===== src/hdl/ole_pkg.sv =====
`timescale 1ns / 1ps
// ----------------------------------------------------------------------------
// ole_pkg
// Shared sizes, operation and status codes for the ordered list engine.
// ----------------------------------------------------------------------------
package ole_pkg;
  localparam int LIST_DEPTH = 64;
  localparam int DATA_WIDTH = 32;

  localparam logic [3:0] OP_APPEND   = 4'd0;
  localparam logic [3:0] OP_PREPEND  = 4'd1;
  localparam logic [3:0] OP_INS_AT   = 4'd2;
  localparam logic [3:0] OP_INS_KEY  = 4'd3;
  localparam logic [3:0] OP_DEL_AT   = 4'd4;
  localparam logic [3:0] OP_DEL_RNG  = 4'd5;
  localparam logic [3:0] OP_DEL_FST  = 4'd6;
  localparam logic [3:0] OP_DEL_ALL  = 4'd7;
  localparam logic [3:0] OP_GET      = 4'd8;
  localparam logic [3:0] OP_FIND     = 4'd9;
  localparam logic [3:0] OP_CLEAR    = 4'd10;
  localparam logic [3:0] OP_DUMP     = 4'd11;

  localparam logic [1:0] ST_OK    = 2'd0;
  localparam logic [1:0] ST_NF    = 2'd1;
  localparam logic [1:0] ST_FULL  = 2'd2;
  localparam logic [1:0] ST_RANGE = 2'd3;
endpackage


===== src/hdl/ordered_list_engine.sv =====
`timescale 1ns / 1ps
// ----------------------------------------------------------------------------
// ordered_list_engine
// Ordered list of signed values held contiguously in one RAM.
// ----------------------------------------------------------------------------
// Usage: drive the operation fields and hold start high; the transaction is
// taken at the first rising edge with busy low, and busy stays high from
// then until the final result has been presented.
// Results appear one per cycle on the result ports, marked by strobe; only
// dump gives more than one, and the final result of a transaction carries
// last. The receiver cannot stall, so each result is presented for one cycle.
// Sequencing: one shared compare/copy path walks the RAM through its single
// registered read port; each element searched or shifted is read, then
// compared or written, while inserted copies and dumped elements follow one
// another. Checks that touch no element go from decode straight to the
// result. One transaction at a time.
// Reset: rst clears the element count and the sequencer; RAM contents are
// left as they are, as only positions below the count are ever read.
// ----------------------------------------------------------------------------
module ordered_list_engine (
  input  logic                          clk,
  input  logic                          rst,
  input  logic                          start,
  output logic                          busy,
  input  logic [3:0]                    operation,
  input  logic [6:0]                    index,
  input  logic [6:0]                    end_index,
  input  logic signed [31:0]            value,
  input  logic signed [31:0]            key,
  input  logic [6:0]                    repeat_count,
  output logic                          strobe,
  output logic [1:0]                    status,
  output logic signed [31:0]            data_out,
  output logic [5:0]                    position,
  output logic [6:0]                    list_count,
  output logic                          last
);
  localparam int DEPTH      = ole_pkg::LIST_DEPTH;
  localparam int DATA_WIDTH = ole_pkg::DATA_WIDTH;
  localparam int AW = $clog2(DEPTH);
  localparam int CW = $clog2(DEPTH + 1);
  localparam logic [CW:0] DEPTH_C = (CW+1)'(DEPTH);

  localparam logic [3:0] S_IDLE  = 4'd0;
  localparam logic [3:0] S_DEC   = 4'd1;
  localparam logic [3:0] S_SRD   = 4'd2;  // search: issue read
  localparam logic [3:0] S_SCMP  = 4'd3;  // search: compare
  localparam logic [3:0] S_ORD   = 4'd4;  // open gap: read
  localparam logic [3:0] S_OWR   = 4'd5;  // open gap: write
  localparam logic [3:0] S_FILL  = 4'd6;
  localparam logic [3:0] S_CRD   = 4'd7;  // close gap / compact: read
  localparam logic [3:0] S_CWR   = 4'd8;
  localparam logic [3:0] S_GRD   = 4'd9;
  localparam logic [3:0] S_GOUT  = 4'd10;
  localparam logic [3:0] S_DRD   = 4'd11;
  localparam logic [3:0] S_DONE  = 4'd12;

  logic [3:0]            state;
  logic [3:0]            op;
  logic [6:0]            idx, endi, rep;
  logic [DATA_WIDTH-1:0] val, kval;
  logic [CW-1:0]         count;
  logic [CW:0]           rd, wr;   // read and write pointers
  logic [CW:0]           gap;      // shift distance
  logic [CW:0]           lim;      // loop bound
  logic [1:0]            st;

  logic                  we;
  logic [AW-1:0]         waddr, raddr;
  logic [DATA_WIDTH-1:0] wdata, rdata;
  logic                  match;

  ole_ram #(.WIDTH(DATA_WIDTH), .DEPTH(DEPTH)) u_ram (
    .clk(clk), .we(we), .waddr(waddr), .wdata(wdata), .raddr(raddr), .rdata(rdata)
  );

  assign busy = (state != S_IDLE);

  // read address follows the pointer so data arrives in the next state
  always_comb begin
    if (state == S_ORD) raddr = AW'(rd - 1'b1);
    else                raddr = AW'(rd);
  end

  // single compare unit, shared by all searches
  always_comb begin
    if (op == ole_pkg::OP_INS_KEY) match = (rdata == kval);
    else                           match = (rdata == val);
  end

  logic [CW:0] cnt_x;
  assign cnt_x = (CW+1)'(count);

  always_ff @(posedge clk) begin
    if (rst) begin
      state  <= S_IDLE;
      count  <= '0;
      strobe <= 1'b0;
      we     <= 1'b0;
    end else begin
      strobe <= 1'b0;
      we     <= 1'b0;
      unique case (state)
        S_IDLE: begin
          if (start) begin
            op    <= operation;
            idx   <= index;
            endi  <= end_index;
            val   <= DATA_WIDTH'(value);
            kval  <= DATA_WIDTH'(key);
            rep   <= repeat_count;
            st    <= ole_pkg::ST_OK;
            state <= S_DEC;
          end
        end
        S_DEC: begin
          state <= S_DONE;
          priority case (op)
            ole_pkg::OP_APPEND, ole_pkg::OP_PREPEND: begin
              if (cnt_x >= DEPTH_C) st <= ole_pkg::ST_FULL;
              else begin
                gap   <= (CW+1)'(1);
                lim   <= (op == ole_pkg::OP_APPEND) ? cnt_x : '0;
                rd    <= cnt_x;
                state <= S_ORD;
              end
            end
            ole_pkg::OP_INS_AT: begin
              if ((CW+1)'(idx) > cnt_x) st <= ole_pkg::ST_RANGE;
              else if (rep == 7'd0) st <= ole_pkg::ST_OK;
              else if (cnt_x + (CW+1)'(rep) > DEPTH_C) st <= ole_pkg::ST_FULL;
              else begin
                gap   <= (CW+1)'(rep);
                lim   <= (CW+1)'(idx);
                rd    <= cnt_x;
                state <= S_ORD;
              end
            end
            ole_pkg::OP_INS_KEY, ole_pkg::OP_DEL_FST, ole_pkg::OP_FIND: begin
              rd    <= '0;
              state <= S_SRD;
            end
            ole_pkg::OP_DEL_AT: begin
              if ((CW+1)'(idx) >= cnt_x) st <= ole_pkg::ST_RANGE;
              else begin
                wr <= (CW+1)'(idx); rd <= (CW+1)'(idx) + 1'b1; state <= S_CRD;
              end
            end
            ole_pkg::OP_DEL_RNG: begin
              if ((CW+1)'(idx) >= cnt_x || endi < idx) st <= ole_pkg::ST_RANGE;
              else begin
                wr <= (CW+1)'(idx);
                rd <= ((CW+1)'(endi) >= cnt_x) ? cnt_x : (CW+1)'(endi) + 1'b1;
                state <= S_CRD;
              end
            end
            ole_pkg::OP_DEL_ALL: begin
              wr <= '0; rd <= '0; state <= S_CRD;
            end
            ole_pkg::OP_GET: begin
              if ((CW+1)'(idx) >= cnt_x) st <= ole_pkg::ST_RANGE;
              else begin
                rd <= (CW+1)'(idx); state <= S_GRD;
              end
            end
            ole_pkg::OP_CLEAR: count <= '0;
            ole_pkg::OP_DUMP: begin
              if (count == '0) st <= ole_pkg::ST_NF;
              else begin
                rd <= '0; state <= S_DRD;
              end
            end
            default: st <= ole_pkg::ST_OK;
          endcase
        end
        S_SRD: begin
          if (rd >= cnt_x) begin
            st    <= ole_pkg::ST_NF;
            state <= S_DONE;
          end else begin
            state <= S_SCMP;
          end
        end
        S_SCMP: begin
          if (match) begin
            priority case (op)
              ole_pkg::OP_INS_KEY: begin
                if (cnt_x >= DEPTH_C) begin
                  st <= ole_pkg::ST_FULL; state <= S_DONE;
                end else begin
                  gap <= (CW+1)'(1); lim <= rd; rd <= cnt_x; state <= S_ORD;
                end
              end
              ole_pkg::OP_DEL_FST: begin
                wr <= rd; rd <= rd + 1'b1; state <= S_CRD;
              end
              default: begin
                strobe     <= 1'b1;
                status     <= ole_pkg::ST_OK;
                data_out   <= '0;
                position   <= 6'(rd);
                list_count <= 7'(count);
                last       <= 1'b1;
                state      <= S_IDLE;
              end
            endcase
          end else begin
            rd    <= rd + 1'b1;
            state <= S_SRD;
          end
        end
        S_ORD: begin
          if (rd > lim) begin
            state <= S_OWR;
          end else begin
            wr    <= lim;
            state <= S_FILL;
          end
        end
        S_OWR: begin
          we    <= 1'b1;
          waddr <= AW'(rd - 1'b1 + gap);
          wdata <= rdata;
          rd    <= rd - 1'b1;
          state <= S_ORD;
        end
        S_FILL: begin
          if (gap == '0) begin
            state <= S_DONE;
          end else begin
            we    <= 1'b1;
            waddr <= AW'(wr);
            wdata <= val;
            wr    <= wr + 1'b1;
            gap   <= gap - 1'b1;
            count <= count + 1'b1;
          end
        end
        S_CRD: begin
          if (rd >= cnt_x) begin
            if (op == ole_pkg::OP_DEL_ALL && wr == cnt_x) st <= ole_pkg::ST_NF;
            count <= CW'(wr);
            state <= S_DONE;
          end else begin
            state <= S_CWR;
          end
        end
        S_CWR: begin
          if (op != ole_pkg::OP_DEL_ALL || rdata != val) begin
            we    <= 1'b1;
            waddr <= AW'(wr);
            wdata <= rdata;
            wr    <= wr + 1'b1;
          end
          rd    <= rd + 1'b1;
          state <= S_CRD;
        end
        S_GRD: begin
          state <= S_GOUT;
        end
        S_GOUT: begin
          strobe     <= 1'b1;
          status     <= ole_pkg::ST_OK;
          data_out   <= 32'(signed'(rdata));
          position   <= '0;
          list_count <= 7'(count);
          last       <= 1'b1;
          state      <= S_IDLE;
        end
        S_DRD: begin
          // read pipeline: rd addresses the RAM, and the registered read data is emitted with position rd-1
          if (rd < cnt_x) begin
            rd    <= rd + 1'b1;
          end
          if (rd != '0) begin
            strobe     <= 1'b1;
            status     <= ole_pkg::ST_OK;
            data_out   <= 32'(signed'(rdata));
            position   <= 6'(rd - 1'b1);
            list_count <= 7'(count);
            last       <= (rd == cnt_x);
            if (rd == cnt_x) state <= S_IDLE;
          end
        end
        S_DONE: begin
          strobe     <= 1'b1;
          status     <= st;
          data_out   <= '0;
          position   <= '0;
          list_count <= 7'(count);
          last       <= 1'b1;
          state      <= S_IDLE;
        end
        default: state <= S_IDLE;
      endcase
    end
  end

`ifndef NO_ASSERTIONS
  a_count_range: assert property (@(posedge clk) disable iff (rst)
    (CW+1)'(count) <= DEPTH_C) else $error("count exceeds depth");
  a_strobe_idle: assert property (@(posedge clk) disable iff (rst)
    strobe && last |-> state == S_IDLE) else $error("final result while busy");
  a_start_busy: assert property (@(posedge clk) disable iff (rst)
    start && !busy |=> busy) else $error("transaction not taken");
`endif
endmodule


===== src/hdl/ole_ram.sv =====
`timescale 1ns / 1ps
// ----------------------------------------------------------------------------
// ole_ram
// Generic single-port-write, single-port-read RAM with registered read.
// ----------------------------------------------------------------------------
module ole_ram #(
  parameter int WIDTH = 32,
  parameter int DEPTH = 64
) (
  input  logic                     clk,
  input  logic                     we,
  input  logic [$clog2(DEPTH)-1:0] waddr,
  input  logic [WIDTH-1:0]         wdata,
  input  logic [$clog2(DEPTH)-1:0] raddr,
  output logic [WIDTH-1:0]         rdata
);
  logic [WIDTH-1:0] mem [DEPTH];

  always_ff @(posedge clk) begin
    if (we) begin
      mem[waddr] <= wdata;
    end
    rdata <= mem[raddr];
  end
endmodule


===== config.mk =====
export PLATFORM = sky130hd
export DESIGN_NAME = ordered_list_engine
export DESIGN_NICKNAME = d
export VERILOG_FILES = /design/src/hdl/ole_pkg.sv /design/src/hdl/ordered_list_engine.sv /design/src/hdl/ole_ram.sv
export SDC_FILE = /design/constraint.sdc
export NUM_CORES = 2
export LEC_CHECK = 0
export BUFFER_PORTS_ARGS = -buffer_cell sky130_fd_sc_hd__clkbuf_2
export CORE_ASPECT_RATIO = 0.9
export CORE_MARGIN = 8
export CORE_UTILIZATION = 35
export DETAILED_ROUTE_END_ITERATION = 10
export MAX_ROUTING_LAYER = met4
export PLACE_DENSITY = 0.59
export SLEW_MARGIN = 20
export SYNTH_ARGS = -nofsm -noshare
export SYNTH_HDL_FRONTEND = slang
export SYNTH_HIERARCHICAL = 1
export SYNTH_SLANG_ARGS = --single-unit

===== constraint.sdc =====
create_clock -name clk -period 16.3 [get_ports clk]
set_input_delay 0.815 -clock clk [delete_from_list [all_inputs] [get_ports clk]]
set_output_delay 0.815 -clock clk [all_outputs]
set_load 0.05 [all_outputs]

Word-level counts from Yosys, hierarchy flattened
Memory sizes are Yosys's and may differ from the RTL's. A register that Yosys moved wholly into a read port is not among the register bits.
Cells that the tools add are included.
W data, S select, Z words.

word-level totals
  register bits = 222
  memory bits (writable) = 2048
  input bits = 92
  output and inout port bits = 50
  word-level logic and storage cells = 258
  memories = 1

cells by class
  add/sub/neg operators = 9
  $lt $le $gt $ge = 9
  eq/ne operators = 63
  mux-type cells = 116
  bitwise operators = 1
  reduce and logical (&&, ||, !) cells = 37

memories
  memory     words  width  rd ports  clocked after Yosys merged registers in  write ports  line           source
  u_ram.mem  64     32     1         1                                        1            ole_ram.sv:17  logic [WIDTH-1:0] mem [DEPTH];

operators with widths
  cell                   number
  $mux W8                31
  $mux W32               5
  $pmux W32 S4           1
  $pmux W32 S3           1
  $pmux W8 S5            2
  $eq A32 B32 Y1         2
  $pmux W8 S2            4
  $pmux W8 S7            1
  $mux W7                7
  $mux W4                12
  $pmux W8 S3            2
  $pmux W4 S11           1
  $pmux W7 S3            2
  $eq A4 B4 Y1 const B   9
  $mux W6                6
  $pmux W6 S3            2
  $mux W2                17
  $ne A3 B3 Y1 const B   11
  $eq A4 B3 Y1 const B   8
  $ne A2 B2 Y1 const B   16
  $ne A32 B32 Y1         1
  $pmux W4 S8            1
  $reduce_and A10 Y1     2
  $add A7 B1 Y8 const B  2
  50 further kinds       89

Depth between registers and ports, before layout
  depth in word-level cells = 7
  mapped depth = 15
  depth with buffers taken out = 11

By module
Netlist, hierarchy kept.

by module, submodules not included
  module               times used  cells an instance  area an instance (um^2)  sequential area each (um^2)
  ole_ram              1           3511               79039.6                  62139.6
  ordered_list_engine  1           1269               13005.0                  6536.3

Worst setup path before layout
OpenSTA, ideal clock, no wires.

  path type = register to register
  start = reg state[0]
  end = reg endi[0] (enable)
  library setup time = 664 ps
  arrival = 7766 ps
  required time = 15636 ps
  setup slack = 7870 ps
  stages on the path, launching flop included = 5
  path buffers = 1
  clock period less this slack = 8430 ps
  cells stage by stage = dfxtp_1 -> clkbuf_1 -> nor2_1 -> nand2_1 -> nor3b_1

on the way
  longest elaborated chain between the ends = 2

RTL lines
  element                             line                        source
  start, declared                     ordered_list_engine.sv:58   logic [3:0] state;
  start signal, assigned              ordered_list_engine.sv:96   state <= S_IDLE;
  start signal, assigned              ordered_list_engine.sv:113  state <= S_DEC;
  start signal, assigned              ordered_list_engine.sv:117  state <= S_DONE;
  $logic_not A4 Y1                    ordered_list_engine.sv:103  unique case (state)
  $reduce_and A3 Y1 (no source line)  --
  end signal, assigned                ordered_list_engine.sv:108  endi <= end_index;
  end, declared                       ordered_list_engine.sv:60   logic [6:0] idx, endi, rep;

No other way between the ends.
A chain may end at the register's enable or synchronous reset.

Worst setup path in the final report
  start = reg state[3]
  end = reg u_ram.rdata[6] (read register of u_ram.mem)

on the way
  longest elaborated chain between the ends = 2

RTL lines
  element        line                       source
  $eq A4 B3 Y1   ordered_list_engine.sv:81  if (state == S_ORD) raddr = AW'(rd - 1'b1);
  $mux W6        ordered_list_engine.sv:81
  via raddr[0]   ordered_list_engine.sv:69  logic [AW-1:0] waddr, raddr;
  end, declared  ole_ram.sv:15              output logic [WIDTH-1:0] rdata

The timed path passes the listed nets, and every way through them passes these cells.

==> impl_metrics.py <==
metrics = {
    "floorplan": {
        "initial_utilization_pct": 35.2,
        "dieHeight_um": 503,
        "rows": 178,
        "die_area_mm2": 0.280,
        "die_x_um": 557,
        "design.core.area_mm2": 0.261,
        "ios": 142,
    },
    "yosys": {
        "seq_area_frac_synth_pct": 74.6,
        "synth-seq-cells": 2302,
        "avgSynthCellArea_um2": 19.3,
        "ys_warn_count": 6,
        "synth_nets": 4932,
        "synth_cell_types": 86,
        "synth-main-ff-cell": "edfxtp_1",
        "synth_edf_count": 2257,
        "async_flop_share_pct": 0,
        "syn_area_mm2": 0.0920,
        "netlist_instances": 4780,
    },
    "clocking": {
        "cts_max_level": 4,
        "postCtsResizedCells": 0,
        "cts_buffers": 222,
        "clk_latency_ns": 0.88,
        "clk_pin_slew_ns": 0.07,
        "hold_buffers": 0,
        "cts_tree": "done",
        "clock-sinks": 2302,
        "cts_setup_buffers": 0,
        "root_buffer": "clkbuf_16",
        "cts_max_path_buffers": 4,
    },
    "job": {
        "max_cap_violations": 0,
    },
    "outcome": {
        "outcome": "completed",
    },
    "power_and_ir_drop": {
        "p_leak_nw": 33.1,
        "power_frac_seq_pct": 41.5,
        "switching_share_pct": 32.7,
        "peakVddDrop_mv": 0.164,
        "power_frac_comb_pct": 29.2,
        "intPower_w": 0.0118,
        "power_density_mw_per_mm2": 167,
        "switching_power_w": 0.00571,
        "clockPowerShare_pct": 29.3,
    },
    "sta": {
        "skew_ns": 0.101,
        "slew-limit-headroom_pct": 19.2,
        "fmax_ghz": 0.165,
        "setup_viol": 0,
        "setup_tns_ns": 0,
        "finalCritPeriodShare_pct": 37.1,
        "min_period_ns": 6.05,
        "finalHoldViolCount": 0,
        "slew_violations": 0,
        "worst_pin_slew_ns": 1.20,
        "rsz0062_at_grt": "no",
    },
    "place": {
        "place_hpwl_um": 164000,
        "place.gp.congestion": 0.901,
        "io_buffers": 141,
    },
    "global_route": {
        "overflow": 0,
        "grt_max_degree": 106,
        "grt_pass1_wl_um": 385000,
        "grt_use_met2_pct": 30.0,
        "grtUsageTotal_pct": 19.9,
        "grt_busiest_layer": "met2",
        "met1_usage_pct": 28.3,
        "grt_pass1_vias": 47900,
        "antenna_found_initial": 16,
        "grt_use_met3_pct": 4.08,
    },
    "route": {
        "wl_per_cell_um": 31.9,
        "avgViaCountPerCell": 5.73,
        "vias": 50100,
        "drt_first_pass_iters": 5,
        "ant_nets": 0,
        "wl_um": 279000,
        "drcViolationCount": 0,
        "drt_iter0_markers": 7593,
    },
    "setup_path": {
        "required_ns": 17.07,
        "worstPathMaxFanout": 90,
        "cp-end-kind": "register",
        "crit_type": "register to register",
        "startpoint_type": "register",
        "cp.arrival_ns": 6.82,
    },
    "cells_and_area": {
        "layout_common_cells": "edfxtp_1 (2257), mux4_2 (446), clkbuf_16 (223)",
        "layout.nets": 5198,
        "syn_to_final_growth_pct": 13.9,
        "layout_commonest_cell": "edfxtp_1",
        "utilization_pct": 40.1,
        "drive_gt1_share_pct": 22.8,
        "fill_cells": 23300,
    },
    "hold_path": {
        "hold_class": "input port to register",
    },
}
-- Yosys cell counts (9+ instances only) --
master / instances / area share [%]
edfxtp_1: 2257 / 74
mux4_2: 446 / 11
mux2i_1: 205 / 2.2
nand2_1: 188 / 0.77
nor2_1: 169 / 0.69
a22oi_1: 134 / 1.1
clkbuf_1: 133 / 0.54
o21ai_0: 110 / 0.60
nand3_1: 85 / 0.46
a21oi_1: 77 / 0.42
inv_1: 66 / 0.27
ha_1: 58 / 0.79
buf_2: 55 / 0.30
xnor2_1: 55 / 0.52
o22ai_1: 54 / 0.37
nor3_1: 49 / 0.27
dfxtp_1: 45 / 0.98
nor2b_1: 43 / 0.29
a31oi_1: 34 / 0.23
buf_6: 32 / 0.39
a211oi_1: 30 / 0.24
nor4_1: 30 / 0.20
xor2_1: 30 / 0.29
buf_4: 28 / 0.23
and2_1: 24 / 0.16
o221ai_1: 24 / 0.23
nand2b_1: 21 / 0.14
o211ai_1: 21 / 0.17
a22o_1: 17 / 0.16
and3_1: 17 / 0.12
a221oi_1: 16 / 0.15
a211o_1: 14 / 0.13
buf_1: 14 / 0.057
o22a_1: 14 / 0.13
a311o_1: 13 / 0.14
nand4_1: 13 / 0.088
a21o_1: 12 / 0.098
and4_1: 9 / 0.086
or2_2: 9 / 0.061
-- registers in the layout (all words and copies together), names as in the netlist, 2 cells and up --
| signal | flops |
|---|---|
| gap | 8 |
| list_count | 7 |
| waddr | 6 |
| st | 2 |
| endi | 7 |
| count | 7 |
| kval | 32 |
| val | 32 |
| wdata | 32 |
| status | 2 |
| idx | 7 |
| data_out | 32 |
| rd | 8 |
| op | 4 |
| lim | 8 |
| wr | 8 |
| u_ram/mem | 2048 |
| state | 4 |
| rep | 7 |
| position | 6 |
| u_ram/rdata | 32 |
-- area by class of cell --
cell class / count / area [µm²] / share of cell area [%]
antenna: 12 / 30.0 / 0.0286
timing repair buffer: 313 / 2100 / 2.01
clock buffer: 285 / 5930 / 5.66
tap: 3510 / 4390 / 4.19
multi-input combinational: 2141 / 22300 / 21.2
inverter: 66 / 248 / 0.236
sequential: 2302 / 68700 / 65.5
clock inverter: 119 / 1180 / 1.13
-- final timing paths --
kind	from	to	depth (start not counted)	slack, ns
setup / recovery	state[3]	u_ram/rdata[6]	13	10.25
hold / removal	value[15]	val[15]	1	0.14
setup reg to reg	state[3]	u_ram/rdata[6]	13	10.25
hold reg to reg	gap[6]	gap[6]	2	0.61
-- stage by stage --
| stage | area [µm²] | instances | worst slack (ns) | power (W) | hold slack [ns] |
|---|---|---|---|---|---|
| 2_1_floorplan | 92000 | 4780 | 7.87 | 0.0107 | 0.432 |
| 3_3_place_gp | 97600 | 8331 | 9.87 | 0.0124 | 0.557 |
| 3_5_place_dp | 97700 | 8332 | 10.12 | 0.0125 | 0.583 |
| 4_1_cts | 105000 | 8736 | 10.18 | 0.0175 | 0.0843 |
| 5_1_grt | 105000 | 8740 | 9.75 | 0.0181 | 0.0970 |
| 6_report | 105000 | 8748 | 10.25 | 0.0175 | 0.141 |
-- power by group through the flow --
| stage | registers [W] | clock network (W) | logic [W] |
|---|---|---|---|
| 6_report | 0.00725 | 0.00511 | 0.00511 |
| 5_1_grt | 0.00725 | 0.00541 | 0.00539 |
| 4_1_cts | 0.00724 | 0.00519 | 0.00511 |
| 3_5_place_dp | 0.00736 | 0 | 0.00510 |
| 3_3_place_gp | 0.00737 | 0 | 0.00507 |
| 2_1_floorplan | 0.00726 | 0 | 0.00339 |
-- routing by layer --
| metal | share of wire (%) | up-vias |
|---|---|---|
| met5 | 0 | - |
| met2 | 46 | 2848 |
| met4 | 2.0 | 0 |
| met3 | 11 | 332 |
| li1 | - | 20300 |
| met1 | 41 | 26700 |
-- critical path, cell delays in order (launching register included) --
cell	delay [ns]
dfxtp_1	0.86
nand2b_1	0.39
nor3_1	0.08
buf_4	0.22
xnor2_2	0.16
buf_4	0.61
buf_12	0.58
buf_12	0.55
buf_4	0.73
mux4_2	0.59
nor2b_1	0.15
a211oi_1	0.25
o21ai_0	0.27
and3_1	0.23
-- kinds of logic after synthesis --
logic type / Yosys count / share of synthesized area [%]
flip-flops: 2302 / 74.6
buffers and inverters: 337 / 1.94
AO/OA/AOI/OAI: 649 / 4.96
multiplexers: 655 / 13.2
adder cells (fa/ha/maj): 60 / 0.832
AND/OR/NAND/NOR: 692 / 3.66
XOR/XNOR: 85 / 0.809
Note: power is estimated with default switching activity, not from simulation.
